===== src/hdl/fatdp_pkg.sv =====
// ----------------------------------------------------------------------------
// fatdp_pkg
// Shared types and constants for the FAT directory entry parser.
// ----------------------------------------------------------------------------
`default_nettype none

package fatdp_pkg;

  localparam int unsigned EntryLen   = 32;
  localparam int unsigned PosW       = $clog2(EntryLen);
  localparam logic [7:0]  LfnAttr    = 8'h0F;
  localparam logic [11:0] BaseYear   = 12'd1980;
  localparam logic [4:0]  LfnMax     = 5'd31;
  localparam logic [15:0] IndexMax   = 16'hFFFF;
  localparam logic [15:0] IndexFirst = 16'd1;

  localparam int unsigned OutFieldW  = 197;
  localparam int unsigned OutDataW   = ((OutFieldW + 7) / 8) * 8;

  // Raw bytes of one entry, byte k at index k.
  typedef logic [EntryLen-1:0][7:0] entry_bytes_t;

  // Packed from the lowest bit up: short_name first, long_name_parts last.
  typedef struct packed {
    logic [4:0]  long_name_parts;
    logic [15:0] entry_number;
    logic [31:0] file_size;
    logic [15:0] first_cluster;
    logic [5:0]  minute;
    logic [4:0]  hour;
    logic [4:0]  day;
    logic [3:0]  month;
    logic [11:0] year;
    logic [7:0]  attributes;
    logic [23:0] extension;
    logic [63:0] short_name;
  } dir_result_t;

endpackage

`default_nettype wire


===== src/hdl/fat_dir_entry_parser_top.sv =====
// ----------------------------------------------------------------------------
// fat_dir_entry_parser_top
// Groups a FAT directory byte stream into 32-byte entries and reports each
// short-name entry with its decoded fields.
//
// Input channel: one directory byte per transaction in in_tdata; in_tuser
// marks the first byte of a new directory, clears position and end flag
// and sets index to 1. Every 32nd byte closes an entry. Long-name entries
// (attribute 0x0F) are counted; an entry with first byte zero ends the
// directory and later bytes are dropped until the next in_tuser.
// Output channel: one transaction per reported entry, in the cycle after the
// byte that closes it, held in a single output register.
// Throughput: one byte per cycle. in_tready is high while the output
// register is empty or being taken, so a stall on out_tready holds off
// input only while a result is waiting.
// Reset: synchronous, active low; clears position, long-name count, end
// flag and output valid, and sets the running index to 1.
// ----------------------------------------------------------------------------
`default_nettype none

module fat_dir_entry_parser_top
  import fatdp_pkg::*;
(
  input  logic                clk,
  input  logic                rst_n,
  input  logic                in_tvalid,
  output logic                in_tready,
  input  logic [7:0]          in_tdata,   // [7:0] dir_byte
  input  logic                in_tuser,   // [0] start_of_dir
  output logic                out_tvalid,
  input  logic                out_tready,
  // [63:0] short_name, [87:64] extension, [95:88] attributes,
  // [107:96] year, [111:108] month, [116:112] day, [121:117] hour,
  // [127:122] minute, [143:128] first_cluster, [175:144] file_size,
  // [191:176] entry_number, [196:192] long_name_parts, rest zero
  output logic [OutDataW-1:0] out_tdata
);

  logic [PosW-1:0]          pos_r, pos_nxt;
  logic [4:0]               lfn_r, lfn_nxt;
  logic                     end_r, end_nxt;
  logic [15:0]              idx_r, idx_nxt;
  logic [EntryLen-2:0][7:0] shift_r, shift_nxt;
  logic                     out_valid_r, out_valid_nxt;
  dir_result_t              out_data_r;

  logic                     in_acc;
  logic [PosW-1:0]          pos_eff;
  logic                     end_eff;
  logic [15:0]              idx_eff;
  logic                     closing;
  logic                     is_lfn;
  logic                     is_end;
  logic                     emit;
  entry_bytes_t             entry;
  dir_result_t              result;

  assign in_tready = !out_valid_r || out_tready;
  assign in_acc    = in_tvalid && in_tready;

  assign pos_eff = in_tuser ? '0 : pos_r;
  assign end_eff = in_tuser ? 1'b0 : end_r;
  assign idx_eff = in_tuser ? IndexFirst : idx_r;

  // Oldest shifted byte is entry byte 0; the incoming byte is the last one.
  always_comb begin
    for (int k = 0; k < EntryLen - 1; k++) begin
      entry[k] = shift_r[EntryLen-2-k];
    end
    entry[EntryLen-1] = in_tdata;
  end

  assign closing = !end_eff && (pos_eff == PosW'(EntryLen - 1));
  assign is_lfn  = entry[11] == LfnAttr;
  assign is_end  = entry[0] == 8'd0;
  assign emit    = in_acc && closing && !is_end && !is_lfn;

  fatdp_entry_decode u_decode (
    .entry           (entry),
    .entry_number    (idx_eff),
    .long_name_parts (lfn_r),
    .result          (result)
  );

  always_comb begin
    pos_nxt       = pos_r;
    lfn_nxt       = lfn_r;
    end_nxt       = end_r;
    idx_nxt       = idx_r;
    shift_nxt     = shift_r;
    out_valid_nxt = out_valid_r && !out_tready;
    if (in_acc) begin
      pos_nxt = pos_eff;
      end_nxt = end_eff;
      idx_nxt = idx_eff;
      if (!end_eff) begin
        shift_nxt = {shift_r[EntryLen-3:0], in_tdata};
        if (closing) begin
          pos_nxt = '0;
          if (is_lfn && lfn_r < LfnMax) begin
            lfn_nxt = lfn_r + 5'd1;
          end
          if (is_end) begin
            end_nxt = 1'b1;
          end else if (!is_lfn) begin
            lfn_nxt = '0;
            if (idx_eff < IndexMax) begin
              idx_nxt = idx_eff + 16'd1;
            end
          end
        end else begin
          pos_nxt = pos_eff + PosW'(1);
        end
      end
      out_valid_nxt = emit;
    end
  end

  always_ff @(posedge clk) begin
    if (!rst_n) begin
      pos_r       <= '0;
      lfn_r       <= '0;
      end_r       <= 1'b0;
      idx_r       <= IndexFirst;
      out_valid_r <= 1'b0;
    end else begin
      pos_r       <= pos_nxt;
      lfn_r       <= lfn_nxt;
      end_r       <= end_nxt;
      idx_r       <= idx_nxt;
      out_valid_r <= out_valid_nxt;
    end
  end

  always_ff @(posedge clk) begin
    shift_r <= shift_nxt;
    if (emit) begin
      out_data_r <= result;
    end
  end

  assign out_tvalid = out_valid_r;
  assign out_tdata  = {(OutDataW - OutFieldW)'(0), out_data_r};

  a_end_pos_zero: assert property (@(posedge clk) disable iff (!rst_n)
    end_r |-> pos_r == '0)
    else $error("end flag set with nonzero byte position");

  a_idx_nonzero: assert property (@(posedge clk) disable iff (!rst_n)
    idx_r != 16'd0)
    else $error("running index reached zero");

  a_valid_follows_emit: assert property (@(posedge clk) disable iff (!rst_n)
    in_acc |=> out_valid_r == $past(emit))
    else $error("output valid does not match emitted entry");

  a_out_index_nonzero: assert property (@(posedge clk) disable iff (!rst_n)
    out_valid_r |-> out_data_r.entry_number != 16'd0)
    else $error("result carries entry number zero");

endmodule

`default_nettype wire


===== src/hdl/fatdp_entry_decode.sv =====
// ----------------------------------------------------------------------------
// fatdp_entry_decode
// Splits one 32-byte short-name entry into its result fields.
// ----------------------------------------------------------------------------
`default_nettype none

module fatdp_entry_decode
  import fatdp_pkg::*;
(
  input  entry_bytes_t entry,
  input  logic [15:0]  entry_number,
  input  logic [4:0]   long_name_parts,
  output dir_result_t  result
);

  always_comb begin
    result.short_name      = {entry[0], entry[1], entry[2], entry[3],
                              entry[4], entry[5], entry[6], entry[7]};
    result.extension       = {entry[8], entry[9], entry[10]};
    result.attributes      = entry[11];
    result.year            = {5'd0, entry[25][7:1]} + BaseYear;
    result.month           = {entry[25][0], entry[24][7:5]};
    result.day             = entry[24][4:0];
    result.hour            = entry[23][7:3];
    result.minute          = {entry[23][2:0], entry[22][7:5]};
    result.first_cluster   = {entry[27], entry[26]};
    result.file_size       = {entry[31], entry[30], entry[29], entry[28]};
    result.entry_number    = entry_number;
    result.long_name_parts = long_name_parts;
  end

endmodule

`default_nettype wire


===== config.mk =====
export PLATFORM = sky130hd
export DESIGN_NAME = fat_dir_entry_parser_top
export DESIGN_NICKNAME = d
export VERILOG_FILES = /design/src/hdl/fatdp_pkg.sv /design/src/hdl/fat_dir_entry_parser_top.sv /design/src/hdl/fatdp_entry_decode.sv
export SDC_FILE = /design/constraint.sdc
export NUM_CORES = 1
export LEC_CHECK = 0
export ABC_AREA = 1
export BUFFER_PORTS_ARGS = -buffer_cell sky130_fd_sc_hd__buf_2
export CORE_MARGIN = 10
export CORE_UTILIZATION = 50
export CTS_BUF_LIST = sky130_fd_sc_hd__clkbuf_8
export CTS_CLUSTER_DIAMETER = 120
export DETAILED_ROUTE_END_ITERATION = 10
export GPL_ROUTABILITY_DRIVEN = 0
export PLACE_DENSITY = 0.74
export SYNTH_ARGS = -nofsm -noshare
export SYNTH_HDL_FRONTEND = slang
export SYNTH_SLANG_ARGS = --single-unit

===== constraint.sdc =====
create_clock -name clk -period 14.68 [get_ports clk]
set_input_delay 2.936 -clock clk [delete_from_list [all_inputs] [get_ports clk]]
set_output_delay 2.936 -clock clk [all_outputs]
set_load 0.03 [all_outputs]

# [Yosys cells after proc, flatten, opt, wreduce, memory -nomap -nowiden]
# Cells that the tools add are included.
[totals] ff_bits=473 latchBits=0 ramBits=0 rom_bits=0 inputBits=13 output_inout_bits=202 mem_count=0
[classes] add_sub_neg=4 mul=0 div=0 magnitude_cmp=2 eq_ne=2 shift=0 muxes=17 bitwise=1 reduce_logical=16
[op_table] op="$mux W16" count=6
[op_table] op="$mux W5" count=6
[op_table] op="$add A16 B1 Y16 const B" count=1
[op_table] op="$lt A16 B16 Y1 const B" count=1
[op_table] op="$add A7 B11 Y12 const B" count=1
[op_table] op="$add A5 B1 Y5 const B" count=2
[op_table] op="$eq A8 B4 Y1 const B" count=1
[op_table] op="$logic_not A8 Y1" count=1
[op_table] op="$logic_and A1 B1 Y1" count=7
[op_table] op="$eq A5 B5 Y1 const B" count=1
[op_table] op="$logic_not A1 Y1" count=5
[op_table] op="$lt A5 B5 Y1 const B" count=1
[op_table] op="$mux W1" count=5
[op_table] op="$reduce_and A3 Y1" count=1
[op_table] op="$reduce_and A2 Y1" count=1
[op_table] op="$logic_or A1 B1 Y1" count=1
[op_table] op="$not A1 Y1" count=1

# [Depth between registers and ports, before layout]
[logic_depth] depth_word=7 ltp_mapped=19

# [Hierarchy]
# Synthesis repeated with hierarchy kept, for this count alone.
[hier_totals] hier_cells=937 area_unflattened_um2=16781.1
[by_module_without_submodules] module="fat_dir_entry_parser_top" instances=1 cells_per_inst=728 area_per_inst_um2=15264.6 seq_area_each_um2=13923.4
[by_module_without_submodules] module="fatdp_entry_decode" instances=1 cells_per_inst=209 area_per_inst_um2=1516.5 seq_area_each_um2=0.0

# [Worst setup path after synthesis]
# OpenSTA, ideal clock, no wires.
[synth_path] path_type="input -> register" startpoint="in out_tready" endpoint="reg end_r" setup_time_ns=0.618 arrival_time_ns=15.157 t_required_ns=14.062 setup_slack_ns=-1.095 stages=7 path_buffers=0 cell_sequence="inv_1 > nand2_1 > nand2_1 > nor2_1 > inv_1 > nor2_1 > a211oi_1"
[synth_via] elab_chain_len=2
[synth_lines] item="from (decl)" line="fat_dir_entry_parser_top.sv:31" text="input logic out_tready,"
[synth_lines] item="$logic_or A1 B1 Y1" line="fat_dir_entry_parser_top.sv:58" text="assign in_tready = !out_valid_r || out_tready;"
[synth_lines] item="net in_tready" line="fat_dir_entry_parser_top.sv:27" text="output logic in_tready,"
[synth_lines] item="$logic_and A1 B1 Y1" line="fat_dir_entry_parser_top.sv:59" text="assign in_acc = in_tvalid && in_tready;"
[synth_lines] item="to (signal assigned)" line="fat_dir_entry_parser_top.sv:129" text="end_r <= end_nxt;"
[synth_lines] item="to (decl)" line="fat_dir_entry_parser_top.sv:41" text="logic end_r, end_nxt;"
# The timed path passes the listed nets, and every way through them passes these cells.
# A chain may end at the register's enable or synchronous reset.

# [Worst setup path in the final report]
[layout_path] startpoint="in in_tuser" endpoint="reg out_data_r, in the netlist out_tdata[122], enable pin"
[layout_via] elab_chain_len=6 word_cells_on_any_way=8 cone_classes="eq/ne (1); mux (2); reduce/logical (5)"
[layout_lines] item="from (decl)" line="fat_dir_entry_parser_top.sv:29" text="input logic in_tuser,"
[layout_lines] item="$mux W5 or $mux W1 (tied branches)" line="fat_dir_entry_parser_top.sv:61, fat_dir_entry_parser_top.sv:62"
[layout_lines] item="$eq A5 B5 Y1 or $logic_not A1 Y1 (tied branches)"
[layout_lines] item="$logic_and A1 B1 Y1 (*)" line="fat_dir_entry_parser_top.sv:73" text="assign closing = !end_eff && (pos_eff == PosW'(EntryLen - 1));"
[layout_lines] item="$logic_and A1 B1 Y1 (*) (3 in a row)" line="fat_dir_entry_parser_top.sv:76" text="assign emit = in_acc && closing && !is_end && !is_lfn;"
[layout_lines] item="net emit" line="fat_dir_entry_parser_top.sv:54" text="logic emit;"
[layout_lines] item="to (signal assigned)" line="fat_dir_entry_parser_top.sv:138" text="out_data_r <= result;"
[layout_lines] item="to (decl)" line="fat_dir_entry_parser_top.sv:45" text="dir_result_t out_data_r;"
# The timed path passes the listed nets; every way through them passes the cells marked *.

==> run metrics <==
Post-Layout Cell Count 1531; die area ~38000 µm²; Setup crit end kind register; DRT met1 WL 11.2 mm; Synth cell types 37; Reg clk slew, reported paths 0.06 ns; port bufs 211; Syn-to-layout area delta 18.9%; FFs w/ async S/R, synth 0%; Nets 1098; placed inst area 17000 µm²; Worst Hold Class register to register; Clk pwr share 39.3%; global-route wire length before repair 42.9 mm; FILL cells 2201; Synth Register Bits 473; P_int 2.07 mW; Final Skew between 0.03 and 0.04 ns; CTS Hold Bufs 0; final setup violating endpoints 0; crit path launch type input pin; post-CTS setup buffer count 0; Slew Limit Fails 0; ANT cells 0; crit path kind input pin to register; Chip Height 196 µm; f_max 157 MHz; Worst VDD drop between 100 and 150 µV; vias per cell 4.93; clk buf depth 3; Initial Util 50.7%; Wirelength per Cell 17.7 µm; Sw Pwr 526 µW; Register-to-Register Path Depth 11; Gate Count Post-Synth about 800; relative slew slack 23.3%; DR vias 7549; sequential-to-total area share from yosys stat 90.1%; met3 wire length just under 4 mm; initial antenna violation count 0; pwr/cell area about 140 nW/µm²; CP Max Fanout approximately 140; total track usage between 10 and 15%; DR iter-0 viols approximately 550; Min Hold Slack roughly 0.4 ns; WP data required around 15 ns; final core occ about three fifths; Comb pwr share 1.2%; Syn. warnings 0; Main synth FF type edfxtp_1; # clock sinks 473; setup TNS 0 ns; Hold Vio Cnt, Final 0; cell accounting for the most synthesized area edfxtp_1; post-synth top area share 86.5%; outcome completed; synthesized cell area roughly 15000 µm²; Pre-antenna DRT Iters 4; Routed WL 27.1 mm; number of synthesized flops with an enable pin 445; LEAKAGE 6.82 nW; Core Region 30500 µm²; Sw Ratio between 20% and 30%; DR top layer met4; Worst Hold Depth 0; measured slew at the worst slew-check pin 1.15 ns; final global-route overflow total 0; CTS root buf clkbuf_8; Skew-Pair Late Insertion Delay 0.58 ns; max cap viols 0; RSZ-0062 raised after global routing no; DRT antenna net count 0; post-route clock period utilization 43.5%; die width between 150 and 200 µm; Flop pwr share about three fifths; post_cts resized 0; average cell area after synthesis 19.4 µm²; Ports around 220; Residual DRC 0; CP arrival 6.57 ns; TritonCTS clock tree built; Tmin final about 6.4 ns; Area contributors post-synth edfxtp_1 86%, dfxtp_1 3.6%, nand2_1 2.2%; number of global-route vias before repair slightly below 8k; H-tree Lvls 3; Num CTS Buffers 74; DP Cell Count between 1k and 1.5k; layout cells sized above 1 28.5%; met2 WL post-DR 11.5 mm; design area 18400 µm²; largest net degree at the start of global routing 202; dpl hpwl between 15 and 20 mm; row count 64
==> critical path, stage by stage <==
cell and delay (ns):
buf_2 0.19, inv_2 0.33, nand2_1 0.14, inv_1 0.13, ha_1 0.18, inv_1 0.06, nor3_1 0.18, ha_1 0.23
nand2_2 0.12, nor2_4 0.17, nand3_2 0.23, inv_8 0.71, buf_4 0.75
==> power groups by stage <==
stage                     Clock, mW  Combinational [mW]  Sequential [mW]
after CTS                      1.06              0.0320             1.55
after detailed placement          0              0.0322             1.58
after floorplan                   0              0.0228             1.57
final                          1.02              0.0315             1.55
after global placement            0              0.0312             1.57
after global routing           1.11              0.0355             1.55
==> layout make-up <==
class	instances	area (µm²)	share of cell area, %
flip-flops and latches	473	13900	75.8
multi-input cells	249	1220	6.62
repair buffers	214	1090	5.94
clock buffers	76	1050	5.69
well taps	396	495	2.70
clock inverters	56	344	1.87
inverters	67	259	1.41
==> metal layers <==
layer	track usage [%]	up-vias
met2	19.5	344
li1	-	3508
met4	5.29	0
met5	0	-
met1	17.3	3643
met3	8.56	54
==> worst paths after layout <==
path | startpoint | endpoint | slack (ns)
worst min-delay path | entry[133]$_DFFE_PP_ | entry[125]$_DFFE_PP_ | 0.40
worst max register to register | pos_r[0]$_SDFFE_PN0P_ | out_tdata[122]$_DFFE_PP_ | 10.90
worst max-delay path | in_tuser | out_tdata[122]$_DFFE_PP_ | 8.30
worst min register to register | entry[133]$_DFFE_PP_ | entry[125]$_DFFE_PP_ | 0.40
==> stage by stage <==
step	setup slack (ns)	total power, mW
after CTS	8.41	2.64
after detailed placement	7.83	1.61
final	8.30	2.60
after floorplan	3.48	1.60
after global routing	8.03	2.70
after global placement	8.01	1.60
==> sequential cells by signal, summed over array words and instances (netlist names) <==
| name | count |
|---|---|
| lfn_r | 5 |
| idx_r | 16 |
| pos_r | 5 |
| entry | 248 |
| out_tdata | 197 |
| out_tvalid | 1 |
| end_r | 1 |
==> layout by cell type (no fill, tap or decap), drive strengths merged, types with 2 or more instances in the layout <==
cell / Yosys / final
nand2: 93 / 93
clkinv: 1 / 28
inv: 66 / 92
dfxtp: 28 / 28
xor2: 2 / 2
nor2: 57 / 57
nor3: 12 / 12
bufinv: 0 / 3
o21ai: 12 / 12
edfxtp: 445 / 445
buf: 8 / 214
nand4: 12 / 12
ha: 6 / 6
a21oi: 12 / 12
conb: 1 / 3
clkbuf: 3 / 76
xnor2: 2 / 2
nand3: 28 / 28
==> cell usage after synthesis, types with 2 or more instances <==
cell      instances
nand2_1          89
nor2_2            2
dfxtp_1          28
nand4_1          10
clkbuf_1          3
inv_1            61
nand2_2           4
a21oi_1          12
nor2_1           54
xor2_1            2
edfxtp_1        445
ha_1              6
buf_4             3
nor3_1           11
buf_6             3
inv_2             5
nand3_2           3
xnor2_1           2
o21ai_0          10
buf_2             2
nand3_1          25
o21ai_1           2
nand4_2           2
==> kinds of logic after synthesis <==
group           Yosys count  synth area share, %
simple gates            206                 5.96
flops                   473                 90.1
xor+xnor                  4                0.227
other cells               1               0.0243
compound gates           30                 1.08
fa+ha+maj                 6                0.486
buf+inv                  78                 2.13
Power figures use the tool's default switching activity.
